===== src/i2cm_pkg.sv =====
`timescale 1ns / 1ps
// ----------------------------------------------------------------------------
// i2cm_pkg
// Types, codes and the phase count table shared by the byte controller files.
// ----------------------------------------------------------------------------
package i2cm_pkg;

    typedef enum logic [1:0] {
        CMD_START = 2'd0,
        CMD_STOP  = 2'd1,
        CMD_WRITE = 2'd2,
        CMD_READ  = 2'd3
    } cmd_t;

    typedef enum logic [2:0] {
        OP_IDLE  = 3'd0,
        OP_START = 3'd1,
        OP_STOP  = 3'd2,
        OP_WRITE = 3'd3,
        OP_READ  = 3'd4
    } op_t;

    localparam int STEP_W  = 5;
    localparam int TICK_W  = 16;
    localparam int IN_W    = 16;
    localparam int OUT_W   = 16;

    // number of bit phases in a byte and the phase of the first bit in a read
    localparam logic [STEP_W-1:0] BIT_PHASES    = 5'd24;
    localparam logic [STEP_W-1:0] READ_FIRST_BIT = 5'd1;

    // classified item handed from the front to the engine
    typedef struct packed {
        logic       is_cmd;
        op_t        op;
        logic [7:0] tx_byte;
        logic       send_ack;
        logic       sda_in;
    } item_t;

    // result word, last field in the lowest bits
    typedef struct packed {
        logic [1:0] pad;
        logic       rejected;
        logic       ack_seen;
        logic [7:0] rx_byte;
        logic       done_res;
        logic       busy_res;
        logic       sda_out;
        logic       scl_out;
    } result_t;

    function automatic logic [STEP_W-1:0] phase_total(input op_t op);
        logic [STEP_W-1:0] n;
        case (op)
            OP_START: n = 5'd4;
            OP_STOP:  n = 5'd3;
            OP_WRITE: n = 5'd27;
            OP_READ:  n = 5'd28;
            default:  n = 5'd0;
        endcase
        return n;
    endfunction

endpackage


===== src/i2cm_front.sv =====
`timescale 1ns / 1ps
// ----------------------------------------------------------------------------
// i2cm_front
// Unpacks an input item and classifies it as tick or command with its operation.
// ----------------------------------------------------------------------------
module i2cm_front (
    input  logic [i2cm_pkg::IN_W-1:0] tdata,
    input  logic [0:0]                tuser,
    output i2cm_pkg::item_t           item
);
    import i2cm_pkg::*;

    cmd_t cmd;

    assign cmd = cmd_t'(tdata[1:0]);

    always_comb
    begin
        item.is_cmd   = tuser[0];
        item.tx_byte  = tdata[9:2];
        item.send_ack = tdata[10];
        item.sda_in   = tdata[11];
        case (cmd)
            CMD_START: item.op = OP_START;
            CMD_STOP:  item.op = OP_STOP;
            CMD_WRITE: item.op = OP_WRITE;
            CMD_READ:  item.op = OP_READ;
            default:   item.op = OP_IDLE;
        endcase
    end

endmodule


===== src/i2cm_queue.sv =====
`timescale 1ns / 1ps
// ----------------------------------------------------------------------------
// i2cm_queue
// Small register queue between the front and the engine.
// ----------------------------------------------------------------------------
module i2cm_queue #(
    parameter int DEPTH = 2
) (
    input  logic            clk,
    input  logic            rst_n,
    input  logic            push,
    input  i2cm_pkg::item_t push_item,
    output logic            full,
    input  logic            pop,
    output i2cm_pkg::item_t pop_item,
    output logic            not_empty
);
    import i2cm_pkg::*;

    localparam int PTR_W = $clog2(DEPTH);
    localparam int CNT_W = $clog2(DEPTH + 1);
    localparam logic [CNT_W-1:0] CNT_FULL = CNT_W'(DEPTH);

    item_t            slot_reg [DEPTH];
    logic [PTR_W-1:0] wr_ptr_reg, wr_ptr_next;
    logic [PTR_W-1:0] rd_ptr_reg, rd_ptr_next;
    logic [CNT_W-1:0] count_reg, count_next;
    logic             do_push, do_pop;

    assign full      = (count_reg == CNT_FULL);
    assign not_empty = (count_reg != '0);
    assign do_push   = push && !full;
    assign do_pop    = pop && not_empty;
    assign pop_item  = slot_reg[rd_ptr_reg];

    // depth is a power of two so the pointers wrap on their own
    always_comb
    begin
        wr_ptr_next = do_push ? wr_ptr_reg + 1'b1 : wr_ptr_reg;
        rd_ptr_next = do_pop ? rd_ptr_reg + 1'b1 : rd_ptr_reg;
        count_next  = count_reg;
        if (do_push && !do_pop)
        begin
            count_next = count_reg + 1'b1;
        end
        else if (do_pop && !do_push)
        begin
            count_next = count_reg - 1'b1;
        end
    end

    always_ff @(posedge clk or negedge rst_n)
    begin
        if (!rst_n)
        begin
            wr_ptr_reg <= '0;
            rd_ptr_reg <= '0;
            count_reg  <= '0;
        end
        else
        begin
            wr_ptr_reg <= wr_ptr_next;
            rd_ptr_reg <= rd_ptr_next;
            count_reg  <= count_next;
        end
    end

    always_ff @(posedge clk)
    begin
        if (do_push)
        begin
            slot_reg[wr_ptr_reg] <= push_item;
        end
    end

endmodule


===== src/i2cm_engine.sv =====
`timescale 1ns / 1ps
// ----------------------------------------------------------------------------
// i2cm_engine
// Bus phase sequencer: one item per cycle unless stalled; registers its result.
// ----------------------------------------------------------------------------
module i2cm_engine (
    input  logic                          clk,
    input  logic                          rst_n,
    input  logic                          cfg_wr_en,
    input  logic [i2cm_pkg::TICK_W-1:0]   cfg_wr_data,
    input  logic                          in_valid,
    input  i2cm_pkg::item_t               in_item,
    output logic                          in_ready,
    output logic                          out_valid,
    output i2cm_pkg::result_t             out_result,
    input  logic                          out_ready
);
    import i2cm_pkg::*;

    logic [TICK_W-1:0] phase_ticks_reg;
    op_t               op_reg, op_next;
    logic [STEP_W-1:0] step_reg, step_next;
    logic [1:0]        sub_reg, sub_next;
    logic [7:0]        shift_reg, shift_next;
    logic [TICK_W-1:0] tick_reg, tick_next;
    logic              scl_reg, scl_next;
    logic              sda_reg, sda_next;
    logic              ack_flag_reg, ack_flag_next;
    logic              ack_send_reg, ack_send_next;
    logic [7:0]        rx_reg, rx_next;
    logic              out_valid_reg, out_valid_next;
    result_t           out_reg, out_next;

    logic              fire;
    logic              done;
    logic              rej;
    logic              apply;
    logic [TICK_W-1:0] limit;
    logic [TICK_W-1:0] tick_inc;
    logic [STEP_W-1:0] step_inc;

    assign in_ready   = !out_valid_reg || out_ready;
    assign fire       = in_valid && in_ready;
    assign out_valid  = out_valid_reg;
    assign out_result = out_reg;
    assign limit      = (phase_ticks_reg == '0) ? TICK_W'(1) : phase_ticks_reg;
    assign tick_inc   = tick_reg + 1'b1;
    assign step_inc   = step_reg + 1'b1;

    always_comb
    begin
        op_next       = op_reg;
        step_next     = step_reg;
        sub_next      = sub_reg;
        shift_next    = shift_reg;
        tick_next     = tick_reg;
        scl_next      = scl_reg;
        sda_next      = sda_reg;
        ack_flag_next = ack_flag_reg;
        ack_send_next = ack_send_reg;
        rx_next       = rx_reg;
        done          = 1'b0;
        rej           = 1'b0;
        apply         = 1'b0;

        if (in_item.is_cmd)
        begin
            if (op_reg != OP_IDLE)
            begin
                rej = 1'b1;
            end
            else
            begin
                op_next       = in_item.op;
                step_next     = '0;
                sub_next      = 2'd0;
                tick_next     = '0;
                ack_send_next = in_item.send_ack;
                if (in_item.op == OP_WRITE)
                begin
                    shift_next = in_item.tx_byte;
                end
                else if (in_item.op == OP_READ)
                begin
                    shift_next = 8'h00;
                end
                apply = 1'b1;
            end
        end
        else if (op_reg != OP_IDLE)
        begin
            if (tick_inc >= limit)
            begin
                tick_next = '0;
                if (step_inc >= phase_total(op_reg))
                begin
                    if (op_reg == OP_READ)
                    begin
                        rx_next = shift_reg;
                    end
                    op_next   = OP_IDLE;
                    step_next = '0;
                    done      = 1'b1;
                end
                else
                begin
                    step_next = step_inc;
                    // sub tracks the position inside a three-phase bit slot
                    if (op_reg == OP_READ && step_inc == READ_FIRST_BIT)
                    begin
                        sub_next = 2'd0;
                    end
                    else
                    begin
                        sub_next = (sub_reg == 2'd2) ? 2'd0 : sub_reg + 2'd1;
                    end
                    apply = 1'b1;
                end
            end
            else
            begin
                tick_next = tick_inc;
            end
        end

        if (apply)
        begin
            case (op_next)
                OP_START:
                begin
                    case (step_next)
                        5'd0:    scl_next = 1'b1;
                        5'd1:    sda_next = 1'b1;
                        5'd2:    sda_next = 1'b0;
                        default: scl_next = 1'b0;
                    endcase
                end
                OP_STOP:
                begin
                    case (step_next)
                        5'd0:    sda_next = 1'b0;
                        5'd1:    scl_next = 1'b1;
                        default: sda_next = 1'b1;
                    endcase
                end
                OP_WRITE:
                begin
                    if (step_next < BIT_PHASES)
                    begin
                        case (sub_next)
                            2'd0:    sda_next = shift_next[7];
                            2'd1:    scl_next = 1'b1;
                            default:
                            begin
                                scl_next   = 1'b0;
                                shift_next = {shift_next[6:0], 1'b0};
                            end
                        endcase
                    end
                    else if (step_next == BIT_PHASES)
                    begin
                        sda_next = 1'b1;
                    end
                    else if (step_next == BIT_PHASES + 5'd1)
                    begin
                        scl_next = 1'b1;
                    end
                    else
                    begin
                        ack_flag_next = !in_item.sda_in;
                        scl_next      = 1'b0;
                    end
                end
                OP_READ:
                begin
                    if (step_next == '0)
                    begin
                        sda_next = 1'b1;
                    end
                    else if (step_next <= BIT_PHASES)
                    begin
                        case (sub_next)
                            2'd0:    scl_next = 1'b1;
                            2'd1:    shift_next = {shift_next[6:0], in_item.sda_in};
                            default: scl_next = 1'b0;
                        endcase
                    end
                    else if (step_next == BIT_PHASES + 5'd1)
                    begin
                        sda_next = !ack_send_next;
                    end
                    else if (step_next == BIT_PHASES + 5'd2)
                    begin
                        scl_next = 1'b1;
                    end
                    else
                    begin
                        scl_next = 1'b0;
                    end
                end
                default:
                begin
                end
            endcase
        end

        out_next.pad      = 2'b00;
        out_next.scl_out  = scl_next;
        out_next.sda_out  = sda_next;
        out_next.busy_res = (op_next != OP_IDLE);
        out_next.done_res = done;
        out_next.rx_byte  = rx_next;
        out_next.ack_seen = ack_flag_next;
        out_next.rejected = rej;

        out_valid_next = fire ? 1'b1 : (out_valid_reg && !out_ready);
    end

    always_ff @(posedge clk or negedge rst_n)
    begin
        if (!rst_n)
        begin
            phase_ticks_reg <= TICK_W'(5);
            op_reg          <= OP_IDLE;
            step_reg        <= '0;
            sub_reg         <= 2'd0;
            shift_reg       <= 8'h00;
            tick_reg        <= '0;
            scl_reg         <= 1'b1;
            sda_reg         <= 1'b1;
            ack_flag_reg    <= 1'b0;
            ack_send_reg    <= 1'b0;
            rx_reg          <= 8'h00;
            out_valid_reg   <= 1'b0;
        end
        else
        begin
            if (cfg_wr_en)
            begin
                phase_ticks_reg <= cfg_wr_data;
            end
            if (fire)
            begin
                op_reg       <= op_next;
                step_reg     <= step_next;
                sub_reg      <= sub_next;
                shift_reg    <= shift_next;
                tick_reg     <= tick_next;
                scl_reg      <= scl_next;
                sda_reg      <= sda_next;
                ack_flag_reg <= ack_flag_next;
                ack_send_reg <= ack_send_next;
                rx_reg       <= rx_next;
            end
            out_valid_reg <= out_valid_next;
        end
    end

    always_ff @(posedge clk)
    begin
        if (fire)
        begin
            out_reg <= out_next;
        end
    end

endmodule


===== src/i2c_master_byte_controller.sv =====
`timescale 1ns / 1ps
// ----------------------------------------------------------------------------
// i2c_master_byte_controller
// Byte-level I2C master: start, stop, write byte and read byte by bus phases.
// ----------------------------------------------------------------------------
// Every input item, tick or command, gives exactly one result item. The block
// takes one item per clock cycle while the queue is not full and the output is
// not stalled; the phase sequencer updates its whole registered state from each
// item it takes. An accepted item is written into a queue slot, is then taken
// by the sequencer, and its result is offered on the output register. The
// queue lets the input keep flowing while a result waits.
module i2c_master_byte_controller #(
    parameter int QUEUE_DEPTH = 2  // power of two, 2 to 32
) (
    input  logic                        clk,
    input  logic                        rst_n,
    input  logic                        cfg_wr_en,
    input  logic [i2cm_pkg::TICK_W-1:0] cfg_wr_data,   // phase_ticks
    input  logic                        s_axis_tvalid,
    output logic                        s_axis_tready,
    // command[1:0], tx_byte[9:2], send_ack[10], sda_in[11], zero[15:12]
    input  logic [i2cm_pkg::IN_W-1:0]   s_axis_tdata,
    // mode[0]
    input  logic [0:0]                  s_axis_tuser,
    output logic                        m_axis_tvalid,
    input  logic                        m_axis_tready,
    // scl_out[0], sda_out[1], busy_res[2], done_res[3], rx_byte[11:4],
    // ack_seen[12], rejected[13], zero[15:14]
    output logic [i2cm_pkg::OUT_W-1:0]  m_axis_tdata
);
    import i2cm_pkg::*;

    item_t   front_item;
    item_t   q_item;
    logic    q_full;
    logic    q_not_empty;
    logic    eng_ready;
    result_t eng_result;

    assign s_axis_tready = !q_full;
    assign m_axis_tdata  = eng_result;

    i2cm_front u_front (
        .tdata (s_axis_tdata),
        .tuser (s_axis_tuser),
        .item  (front_item)
    );

    i2cm_queue #(
        .DEPTH (QUEUE_DEPTH)
    ) u_queue (
        .clk       (clk),
        .rst_n     (rst_n),
        .push      (s_axis_tvalid),
        .push_item (front_item),
        .full      (q_full),
        .pop       (eng_ready),
        .pop_item  (q_item),
        .not_empty (q_not_empty)
    );

    i2cm_engine u_engine (
        .clk         (clk),
        .rst_n       (rst_n),
        .cfg_wr_en   (cfg_wr_en),
        .cfg_wr_data (cfg_wr_data),
        .in_valid    (q_not_empty),
        .in_item     (q_item),
        .in_ready    (eng_ready),
        .out_valid   (m_axis_tvalid),
        .out_result  (eng_result),
        .out_ready   (m_axis_tready)
    );

endmodule


===== config.mk =====
export PLATFORM = sky130hd
export DESIGN_NAME = i2c_master_byte_controller
export DESIGN_NICKNAME = d
export VERILOG_FILES = /design/src/i2cm_pkg.sv /design/src/i2cm_front.sv /design/src/i2cm_queue.sv /design/src/i2cm_engine.sv /design/src/i2c_master_byte_controller.sv
export SDC_FILE = /design/constraint.sdc
export NUM_CORES = 1
export LEC_CHECK = 0
export ABC_AREA = 1
export BUFFER_PORTS_ARGS = -buffer_cell sky130_fd_sc_hd__buf_4
export CORE_MARGIN = 5
export CORE_UTILIZATION = 53
export CTS_CLUSTER_SIZE = 20
export DETAILED_ROUTE_END_ITERATION = 6
export PLACE_DENSITY = 0.69
export SYNTH_ARGS = -nofsm -noshare
export SYNTH_HDL_FRONTEND = slang
export SYNTH_SLANG_ARGS = --single-unit

===== constraint.sdc =====
create_clock -name clk -period 4.7 [get_ports clk]
set_input_delay 1.175 -clock clk [delete_from_list [all_inputs] [get_ports clk]]
set_output_delay 1.175 -clock clk [all_outputs]
set_load 0.01 [all_outputs]

# ---- Yosys cells after proc, flatten, opt, wreduce, memory -nomap -nowiden
# Memories as Yosys holds them, arrays and structs flattened.
# Cells that the tools add are included.
dict set report totals {
  regBits 81
  latch_bits 0
  mem_bits_rw 28
  mem_bits_ro 0
  input_bits 38
  mem_count 1
}
dict set report op_classes {
  add_sub_neg 7
  multipliers 0
  div 0
  order_cmp 4
  n_eq_ne 23
  shift 0
  n_mux 85
  bitwise 2
  reduce_logical 27
}
# memory depth word_bits read_ports rd_clocked_by_memory_dff wr line_no
set memory_table {}
lappend memory_table {u_queue.slot_reg 2 14 1 0 1 i2cm_queue.sv:24} ;# item_t slot_reg [DEPTH];
# cell count
set ops {}
lappend ops {{$mux 8} 15}
lappend ops {{$mux 16} 5}
lappend ops {{$mux 5} 8}
lappend ops {{$mux 1} 33}
lappend ops {{$pmux 5 s4} 1}
lappend ops {{$mux 2} 9}
lappend ops {{$add 16x1->16 const B} 1}
lappend ops {{$ge 16x16->1} 1}
lappend ops {{$logic_not 16->1} 1}
lappend ops {{$pmux 8 s2} 1}
lappend ops {{$eq 3x2->1 const B} 5}
lappend ops {{$eq 5x5->1 const B} 3}
lappend ops {{$mux 3} 5}
lappend ops {{$pmux 3 s4} 1}
lappend ops {{$eq 5x1->1 const B} 2}
lappend ops {{$pmux 1 s2} 5}
lappend ops {{$eq 3x3->1 const B} 3}
lappend ops {{$eq 2x2->1 const B} 4}
lappend ops {{$pmux 1 s4} 2}
lappend ops {{$logic_not 1->1} 7}
lappend ops {{$eq 3x1->1 const B} 2}
lappend ops {{$logic_and 1x1->1} 6}
lappend ops {{$reduce_bool 2->1} 3}
lappend ops {{$reduce_bool 3->1} 2}
lappend ops {{other kinds (17)} 23}

# ---- Longest topological paths before layout
# Gate-level depths: netlist of the first run.
dict set report depth {
  word_depth 18
  ltp_mapped 32
}

# ---- Hierarchy
# Synthesis of the first run repeated with hierarchy kept, for this count alone.
dict set report unflattened {
  hier_cells 829
  hier_area_um2 6633.9
}
# mod instances cells_each area_each_um2
set by_module_without_submodules {}
lappend by_module_without_submodules {i2cm_engine 1 704 5221.3}
lappend by_module_without_submodules {i2cm_queue 1 105 1270.0}
lappend by_module_without_submodules {i2cm_front 1 19 138.9}
lappend by_module_without_submodules {i2c_master_byte_controller 1 1 3.8}

# ---- Worst setup path after synthesis of the first run
# Ideal clock, no wire load.
dict set report synth_path {
  kind {register to register}
  start {reg u_engine.tick_reg[0]}
  end {reg u_engine.shift_reg[4]}
  setup_time_ps 117
  arrival_time_ps 3735
  slack_ps 848
  path_stages_with_launch 30
  synth_period_minus_slack_ps 3852
  path_cell_list {dfrtp_1 > ha_1 > nand2_1 > nor4_1 > nand3_1 > nor3_1 > nand2_1 > nor3_1 > xor2_1 > ha_1 > nand2_1 > o21ai_0 > a21oi_2 > nand2_2 > nand2_1 > nand2_1 > nand2_1 > nand2_1 > nand2_1 > nand2_2 > nand2_1 > inv_2 > nor2_2 > nand2_1 > nand2_1 > inv_2 > nand2_2 > o21bai_2 > nor2_1 > nor2_1}
}
dict set report synth_between {
  elab_chain_len 11
}
# element line_no
set synth_lines {}
lappend synth_lines {{start, declared} i2cm_engine.sv:25} ;# logic [TICK_W-1:0] tick_reg, tick_next;
lappend synth_lines {{start signal, assigned} i2cm_engine.sv:248} ;# tick_reg <= tick_next;
lappend synth_lines {{$add 16x1->16 *} i2cm_engine.sv:47} ;# assign tick_inc = tick_reg + 1'b1;
lappend synth_lines {{$ge 16x16->1 *} i2cm_engine.sv:92} ;# if (tick_inc >= limit)
lappend synth_lines {{parallel branches: the longest is 8 deep, another holds $le 5x5->1} n/a}
lappend synth_lines {{$mux 8 *} i2cm_engine.sv:126} ;# if (apply)
lappend synth_lines {{end signal, assigned} i2cm_engine.sv:247} ;# shift_reg <= shift_next;
lappend synth_lines {{end, declared} i2cm_engine.sv:24} ;# logic [7:0] shift_reg, shift_next;
# Every way passes the cells marked *.
# A chain may end at the register's enable or synchronous reset.

# ---- Worst setup path in the final report of the first run
dict set report layout_path {
  start {reg u_engine.tick_reg[0]}
  end {reg u_engine.shift_reg[7]}
}
# The elaborated chain is that of the path after synthesis.

==> results of run 1 <==
==> power by group <==
group          leakage (nW)  switching [W]  internal (W)  total [W]
logic                  2.12        0.00150      0.000781    0.00228
clock network         0.134       0.000354      0.000369   0.000723
registers              1.24       0.000182       0.00132    0.00150
total                  3.50        0.00203       0.00247    0.00450
==> through the flow <==
step / cells / utilization, % / area, um2
after detailed placement: 952 / 58.01 / 6880
after floorplan: 766 / - / 6347
after CTS: 968 / 60.35 / 7158
after global routing: 970 / 60.81 / 7213
final: 970 / 60.81 / 7213
after global placement: 952 / 58.01 / 6880
==> cell type report <==
cell class	count	area [um2]	share of cell area (%)
well taps	147	183.9	2.550
clock buffers	11	232.7	3.226
inverters	122	462.9	6.418
multi-input cells	519	2918	40.45
flip-flops and latches	109	2943	40.80
repair buffers	57	427.9	5.932
clock inverters	5	45.04	0.6245
==> tightest hold or removal path, delay by kind of cell, from the launching register on <==
kind,cells,cell delay (ps)
and+or+nand+nor,2,120
DFF,1,340
==> per-layer routing <==
metal,wire length [um],vias up
li1,-,2592
met1,6469,2423
met2,6529,100
met3,605,10
met4,112,0
met5,0,-
==> how the worst max path moves through the flow <==
| stage | endpoint | slack, ps | cells past startpoint |
|---|---|---|---|
| 6_report | u_engine.shift_reg[7] | 340 | 26 |
| 5_1_grt | u_engine.shift_reg[6] | -30 | 31 |
| 4_1_cts | u_engine.shift_reg[7] | 220 | 32 |
| 3_5_place_dp | u_engine.shift_reg[7] | 260 | 32 |
| 3_3_place_gp | u_engine.shift_reg[4] | 350 | 31 |
| 2_1_floorplan | u_engine.shift_reg[4] | 850 | 29 |
==> kinds of logic (layout without fill, tap and decap cells) <==
logic type / count (synthesis) / count (layout) / synth area share, %
simple gates: 337 / 337 / 23.98
buf+inv: 138 / 195 / 8.363
compound gates: 133 / 133 / 13.04
flops: 109 / 109 / 46.39
fa+ha+maj: 28 / 28 / 5.523
xor+xnor: 18 / 18 / 2.485
other cells: 1 / 2 / 0.05911
mux: 1 / 1 / 0.1578
==> timing repair <==
item	4_1_cts	5_1_grt
resized for setup	0	11
hold buffers	0	0
setup buffers	0	2
setup endpoints to repair	0	14
==> layout by cell type (no fill, tap or decap), types with 4 or more instances in the layout <==
cell / synthesis / layout
dfrtp_1: 63 / 63
o211ai_1: 4 / 4
or2_2: 8 / 8
o21bai_1: 4 / 4
clkbuf_16: 0 / 9
o21ai_0: 64 / 64
buf_4: 2 / 57
nand2_2: 8 / 10
inv_1: 110 / 110
edfxtp_1: 42 / 42
o22ai_1: 11 / 11
a21oi_4: 4 / 4
a21oi_1: 21 / 21
nand3_2: 4 / 4
nand4_1: 14 / 14
o32ai_1: 5 / 5
inv_2: 9 / 9
nor2_2: 3 / 7
xor2_1: 17 / 16
nand3_1: 41 / 41
nor2_4: 7 / 7
nor2_1: 57 / 53
dfstp_2: 4 / 4
ha_1: 28 / 28
a21oi_2: 5 / 5
nand2_1: 185 / 182
==> impl_metrics.toml, run 1 <==
[global_route]
grt_max_degree = 68
grt_pass1_vias = 5083
antenna_found_initial = 0
grt.overflow.total = 0
use_met3_pct = 5.318
busiest_layer = "met2"
use_met2_pct = 33.49
grt_first_pass_wirelength_mm = 23.28
use_met1_pct = 26.52
gr-usage-all-layers_pct = 20.09

[worst_setup_path]
crit_buf_inv = 2
path_max_fanout = 7
ff2ff_path_depth = 26
slowest_delay_ps = 400
critical_path_class = "flip-flop to flip-flop"
slowest_stage = "dfrtp_1"
startpoint_type = "flip-flop"
r2r_slack_ps = 340
r2r_end = "u_engine.shift_reg[7]"
worstReg2RegStart = "u_engine.tick_reg[0]"
crit_top_cell = "nand2_1"
required_ps = 4960
critPathTopFamily = "simple AND/OR/NAND/NOR gates"
arrival_ps = 4620
cp-end-kind = "flip-flop"
setup.worst_path.start = "u_engine.tick_reg[0]"

[synthesis]
ys_warn_count = 0
yosysUniqueCellTypes = 48
synth_edf_count = 42
seq_area_frac_synth_pct = 46.39
yosys_most_used_dff = "dfrtp_1"
netlist_top_cells_area = "dfrtp_1 25%, edfxtp_1 20%, nand2_1 11%"
netlist_instances = 765
ys_ff_latch = 109
synthArstFlopShare_pct = 61.47
synthTopCellsByCount = "185 x nand2_1, 110 x inv_1, 64 x o21ai_0, 63 x dfrtp_1, 57 x nor2_1"
yosysMostFrequentCell = "nand2_1"
synth_top_area_share_pct = 24.85
synth_area_per_cell_um2 = 8.292
yosys.area.top_type = "dfrtp_1"
synth_area_um2 = 6344

[placed_design]
dpl.hpwl_mm = 10.10
pre_cts_slack_ps = 262.4
place_congestion = 0.8716
port-buffer-count = 49

[timing]
min_period_over_period_pct = 92.77
fmax_ghz = 0.2293
report.final.hold_viol_count = 0
slew_headroom_pct = 23.09
setup_slack_ps = 339.8
tightest_slew_ps = 1149
clock_skew_ps = 7.140
whs_ps = 487.5
setup_viol = 0
period_needed_ps = 4360
tns_ps = 0
maxSlewViolCount = 0

[route]
firstDrtPassIters = 5
ant_nets = 0
drt_iter0_markers = 369
vias = 5125
via_per_inst = 5.284
routedWlPerCell_um = 14.14
drt-total-wl_mm = 13.72
drc_errors = 0

[hold_path]
hp-class = "flip-flop to flip-flop"
whs_endpoint = "u_engine.rx_reg[5]"
holdPathStages = 2
min_from = "u_engine.rx_reg[5]"

[finish]
drive_above_1_share_pct = 17.50
fillers = 1039
finalNetCount = 884
areaGrowthSynthToFinish_pct = 13.71
largest_register_ffs = 28
num_antenna_cells = 0

[die]
dieArea_um2 = 14260
num_rows = 40
start_util_pct = 53.48
coreArea_um2 = 11860
fp.dieW_um = 119.4
pin_count = 56
fp.dieH_um = 119.4

[power_and_ir_drop]
power.total_w = 0.004500
leakagePower_nw = 3.497
peakVddDrop_mv = 0.3665
powerDensity_nw_per_um2 = 623.9

[clocking]
cts_buffers = 9
cts_root_buf = "clkbuf_16"
clock_latency_ps = 350
clkTransAtPathRegs_ps = 70
cts_tree = "yes"
cts_buffer_depth = 2
numClockSinks = 109
h-tree-depth = 3

[flow_run]
max_cap_violations = 0

[status]
outcome = "complete, no violations"
No activity file was read; power rests on OpenSTA's default activity.
==> run 2: changes to the inputs <==
--- a/config.mk
+++ b/config.mk
@@ -8,7 +8,6 @@
 export ABC_AREA = 1
 export BUFFER_PORTS_ARGS = -buffer_cell sky130_fd_sc_hd__buf_4
-export CORE_MARGIN = 5
 export CORE_UTILIZATION = 53
-export CTS_CLUSTER_SIZE = 20
+export CTS_CLUSTER_SIZE = 12
 export DETAILED_ROUTE_END_ITERATION = 6
 export PLACE_DENSITY = 0.69
==> constraint.sdc (replaced) <==
create_clock -name clk -period 4.7 [get_ports clk]
set_input_delay 0.235 -clock clk [delete_from_list [all_inputs] [get_ports clk]]
set_output_delay 0.235 -clock clk [all_outputs]
set_load 0.01 [all_outputs]
==> run 2 against run 1 <==
The run now ends with design-rule violations left. Maximum frequency grew 3.1%. First-iteration DRC count shrank 16%. Total power grew 1.0%. Setup slack gained 130 ps. Non-clock buffer count grew 2. Combinational power is essentially flat. Highest routed layer unchanged. Count of clock-buffer cells in the layout shrank 1.
==> impl_metrics.toml, run 2 (synthesis results as in run 1) <==
[clocking]
clock_latency_ps = 360
cts_buffer_depth = 2
h-tree-depth = 3
cts_tree = "yes"
clkTransAtPathRegs_ps = 70
numClockSinks = 109
cts_root_buf = "clkbuf_16"
cts_buffers = 9

[timing]
clock_skew_ps = 13.71
min_period_over_period_pct = 90.02
setup_viol = 0
rsz0062_at_grt = "no"
period_needed_ps = 4231
tns_ps = 0
tightest_slew_ps = 1167
report.final.hold_viol_count = 0
slew_headroom_pct = 21.90
fmax_ghz = 0.2364
maxSlewViolCount = 0

[finish]
largest_register_ffs = 28
areaGrowthSynthToFinish_pct = 13.71
final_cell_mix = "183 x nand2_1, 110 x inv_1, 64 x o21ai_0"
finalNetCount = 886
fillers = 997
multi_input_area_um2 = 2893
drive_above_1_share_pct = 17.09
fin_cells = 968
num_antenna_cells = 0
seqCellArea_um2 = 2943
final_common_cell = "nand2_1"

[power_and_ir_drop]
clock_power_share_pct = 16.4
powerDensity_nw_per_um2 = 630.1
pwr-share-seq_pct = 33.0
p_sw_w = 0.002065
combPwrFrac_pct = 50.6
cell_internal_pwr_w = 0.002481
peakVddDrop_mv = 0.3834
switching_share_pct = 45.43
leakagePower_nw = 3.509

[worst_setup_path]
worstReg2RegStart = "u_engine.tick_reg[2]"
cp-end-kind = "flip-flop"
setup.worst_path.start = "u_engine.tick_reg[2]"
r2r_slack_ps = 470
critical_path_class = "flip-flop to flip-flop"
crit_top_cell = "nand2_1"
endpoint = "u_engine.out_result[1]"
required_ps = 4810
startpoint_type = "flip-flop"
slowest_delay_ps = 380
r2r_end = "u_engine.out_result[1]"
arrival_ps = 4350
slowest_stage = "dfrtp_1"
ff2ff_path_depth = 29
path_max_fanout = 7

[global_route]
grt.overflow.total = 0
gr-usage-all-layers_pct = 23.94
grt_max_degree = 68
antenna_found_initial = 0
grt_first_pass_wirelength_mm = 23.76
grt_pass1_vias = 5139

[flow_run]
max_cap_violations = 0

[placed_design]
dp_cells = 950
dpl.hpwl_mm = 10.19
place_congestion = 0.8512
port-buffer-count = 49

[die]
fp.dieW_um = 111.4
dieArea_um2 = 12410
coreArea_um2 = 11560
fp.dieH_um = 111.4
pin_count = 56
start_util_pct = 54.85
num_rows = 39

[route]
drt_iter0_markers = 310
firstDrtPassIters = 7
drt-total-wl_mm = 13.83
routedWlPerCell_um = 14.29
vias = 5185
via_per_inst = 5.356
ant_nets = 0
drc_errors = 6

[status]
violations = "design-rule violations"
outcome = "complete, but fails checks"

[hold_path]
hp-class = "primary input to async pin"
==> run 2: cell count changes in the layout (fill, tap and decap cells not counted), moves of 2 or more <==
cell,previous run,this run
nor2_1,53,55
nor3_2,3,1
inv_6,1,3
nor2_2,7,5
nor3_1,2,4
buf_4,57,59
==> run 2: timing repair <==
| action | CTS | global route |
|---|---|---|
| hold buffers | 0 | 0 |
| buffers inserted | 0 | 2 |
| endpoints found under the setup margin | 0 | 13 |
| resized for setup | 0 | 5 |
==> run 2: how the worst min path moves through the flow <==
stage,start,to,cells after the start
2_1_floorplan,rst_n,u_engine.ack_flag_reg,0
3_3_place_gp,rst_n,u_engine.step_reg[0],1
3_5_place_dp,s_axis_tuser,u_queue.slot_reg[1][13],1
4_1_cts,s_axis_tuser,u_queue.slot_reg[0][13],1
5_1_grt,s_axis_tuser,u_queue.slot_reg[1][13],1
6_report,rst_n,u_engine.step_reg[0],1
==> run 2: critical path: cells and delay by family, from the launching register on <==
family | cells | cell delay [ps]
flops | 1 | 380
fa+ha+maj | 1 | 310
xor+xnor | 1 | 160
simple gates | 22 | 2570
compound gates | 3 | 480
buf+inv | 2 | 100
==> run 2: cell type report <==
class | instances | share of cell area, %
Sequential cell | 109 | 40.80
Clock inverter | 6 | 0.8846
Timing Repair Buffer | 59 | 6.141
Multi-Input combinational cell | 519 | 40.10
Tap cell | 143 | 2.480
Inverter | 122 | 6.418
Clock buffer | 10 | 3.174
==> run 2: stage by stage <==
step	util (%)	setup WS (ps)	cell area [um2]	hold slack, ps	power [W]
2_1_floorplan	-	847.7	6347	-60.59	0.003152
3_3_place_gp	59.58	404.9	6890	419.8	0.003691
3_5_place_dp	59.58	354.8	6890	424.3	0.003780
4_1_cts	62.11	294.5	7183	44.71	0.004538
5_1_grt	62.37	11.79	7213	49.48	0.004928
6_report	62.37	469.1	7213	10.73	0.004545
==> run 2: power by group through the flow <==
stage | clock [W] | sequential [W] | combinational (W)
floorplan | 0 | 0.00150 | 0.00166
detailed placement | 0 | 0.00152 | 0.00226
global route | 0.000795 | 0.00154 | 0.00260
CTS | 0.000762 | 0.00150 | 0.00227
global placement | 0 | 0.00151 | 0.00218
finish | 0.000745 | 0.00150 | 0.00230
==> run 2: metal layers <==
layer / track usage, % / routed length, um / share of wire (%)
met2: 40.50 / 6504 / 47
met5: 0 / 0 / 0
met1: 31.33 / 6559 / 47
met4: 6.937 / 167 / 1.2
met3: 4.682 / 599 / 4.3
==> run 3: changes to the inputs <==
- CELL_PAD_IN_SITES_DETAIL_PLACEMENT: unset -> 2
- CELL_PAD_IN_SITES_GLOBAL_PLACEMENT: unset -> 2
- CORE_UTILIZATION: 53 -> 36
- PLACE_DENSITY: 0.69 -> 0.76
- SETUP_SLACK_MARGIN: unset -> 0.05
==> run 3 against run 2 <==
The flow finishes with violations (design-rule violations, negative hold slack). Clock power increased by 7.8%. Worst hold slack got worse by 31 ps. Count of clock-buffer cells in the layout decreased by 1. Core utilization decreased by 19 points. Setup slack got worse by 50 ps. Highest routed layer unchanged.
==> impl_metrics.toml, run 3 (synthesis results as in run 1) <==
[finish]
finalNetCount = 891
drive_above_1_share_pct = 19.40
largest_register_ffs = 28
fin_cells = 1055
num_antenna_cells = 0
fin_util_pct = 43.09
final_cell_mix = "181 x nand2_1, 110 x inv_1, 64 x o21ai_0, 64 x buf_4, 63 x dfrtp_1"
final_common_cell = "nand2_1"
areaGrowthSynthToFinish_pct = 17.08

[placed_design]
pre_cts_slack_ps = 148.9
place_congestion = 0.8462
dp_cells = 1035
port-buffer-count = 49
dpl.hpwl_mm = 14.00

[worst_setup_path]
slowest_stage = "dfrtp_1"
required_ps = 4850
path_max_fanout = 5
crit_top_cell = "nand2_1"
worstReg2RegStart = "u_engine.tick_reg[0]"
ff2ff_path_depth = 27
arrival_ps = 4430
r2r_slack_ps = 420
cp-end-kind = "flip-flop"
startpoint_type = "flip-flop"
critical_path_class = "flip-flop to flip-flop"
slowest_delay_ps = 430
r2r_end = "u_engine.out_result[1]"

[timing]
tightest_slew_ps = 1181
min_period_over_period_pct = 91.09
report.final.hold_viol_count = 4
setup_slack_ps = 418.9
maxSlewViolCount = 0
slew_headroom_pct = 20.99
tns_ps = 0
fmax_ghz = 0.2336
setup_viol = 0
period_needed_ps = 4281
clock_skew_ps = 15.27
rsz0062_at_grt = "no"
whs_ps = -20.33

[clocking]
hold_buffers = 0
cts_buffer_depth = 2
cts_root_buf = "clkbuf_16"
h-tree-depth = 3
clock_latency_ps = 370
cts_tree = "yes"
clkTransAtPathRegs_ps = 90
cts_buffers = 9
numClockSinks = 109

[die]
dieArea_um2 = 18160
num_rows = 48
fp.dieH_um = 134.7
fp.dieW_um = 134.7
pin_count = 56
coreArea_um2 = 17240
start_util_pct = 36.80

[power_and_ir_drop]
powerDensity_nw_per_um2 = 645.9
peakVddDrop_mv = 0.3361
leakagePower_nw = 3.538

[route]
ant_nets = 0
drc_errors = 1
vias = 5363
routedWlPerCell_um = 17.66
drt-total-wl_mm = 18.63
via_per_inst = 5.083
firstDrtPassIters = 6
drt_iter0_markers = 216

[global_route]
grt_pass1_vias = 5971
grt_max_degree = 68
grt.overflow.total = 0
antenna_found_initial = 0
gr-usage-all-layers_pct = 22.02
grt_first_pass_wirelength_mm = 30.81

[flow_run]
max_cap_violations = 0

[hold_path]
hp-class = "primary input to async pin"

[status]
outcome = "complete, but fails checks"
violations = "design-rule violations, negative hold slack"
[run 3: how the worst max path moves through the flow]
| stage | startpoint | endpoint | slack, ps | cells past startpoint |
|---|---|---|---|---|
| finish | u_engine.tick_reg[0] | u_engine.out_result[1] | 420 | 27 |
| global route | u_engine.tick_reg[0] | u_engine.shift_reg[7] | 50 | 31 |
| CTS | u_engine.tick_reg[0] | u_engine.out_result[1] | 140 | 28 |
| detailed placement | u_engine.tick_reg[0] | u_engine.out_result[1] | 150 | 27 |
| global placement | u_engine.tick_reg[0] | u_engine.out_result[1] | 350 | 28 |
| floorplan | u_engine.tick_reg[0] | u_engine.shift_reg[4] | 850 | 29 |
[run 3: timing repair]
item,CTS,global route
buffers inserted,0,4
resized for setup,0,20
endpoints found under the setup margin,0,14
[run 3: metal layers]
layer  vias to the layer above  share of wire, %  wire length, um  global-route usage, %
li1                       2615                 -                -                      -
met2                        55                50             9286                  37.74
met5                         -                 0                0                      0
met1                      2678                47             8664                  29.17
met3                        15               2.4              447                  3.003
met4                         0               1.3              233                  5.680
[run 3: worst max-delay path: cells and delay by family (launching register included)]
| family | cells | cell delay [ps] |
|---|---|---|
| buffers and inverters | 3 | 360 |
| adders and majority gates | 2 | 490 |
| and+or+nand+nor | 19 | 2250 |
| xor gates and xnor gates | 1 | 220 |
| DFF | 1 | 430 |
| AOI/OAI and AO/OA | 2 | 320 |
[run 3: cell type report]
type,instances,area (um2)
clock buffer,9,225.2
clock inverter,7,75.07
fill,1928,9809
inverter,122,462.9
multi-input combinational,519,2959
sequential,109,2943
tap,225,281.5
timing repair buffer,64,480.5
[run 3: power breakdown]
group / total, W / internal (W) / switching (W)
Combinational: 0.00248 / 0.000812 / 0.00166
Sequential: 0.00152 / 0.00132 / 0.000200
Clock: 0.000803 / 0.000382 / 0.000420
Total: 0.00480 / 0.00251 / 0.00228
[run 3: stage by stage]
step | total power, W | cell area [um2]
after floorplan | 0.003152 | 6347
after detailed placement | 0.003973 | 7015
after global placement | 0.003793 | 7015
after global routing | 0.005201 | 7427
final | 0.004798 | 7427
after CTS | 0.004808 | 7316
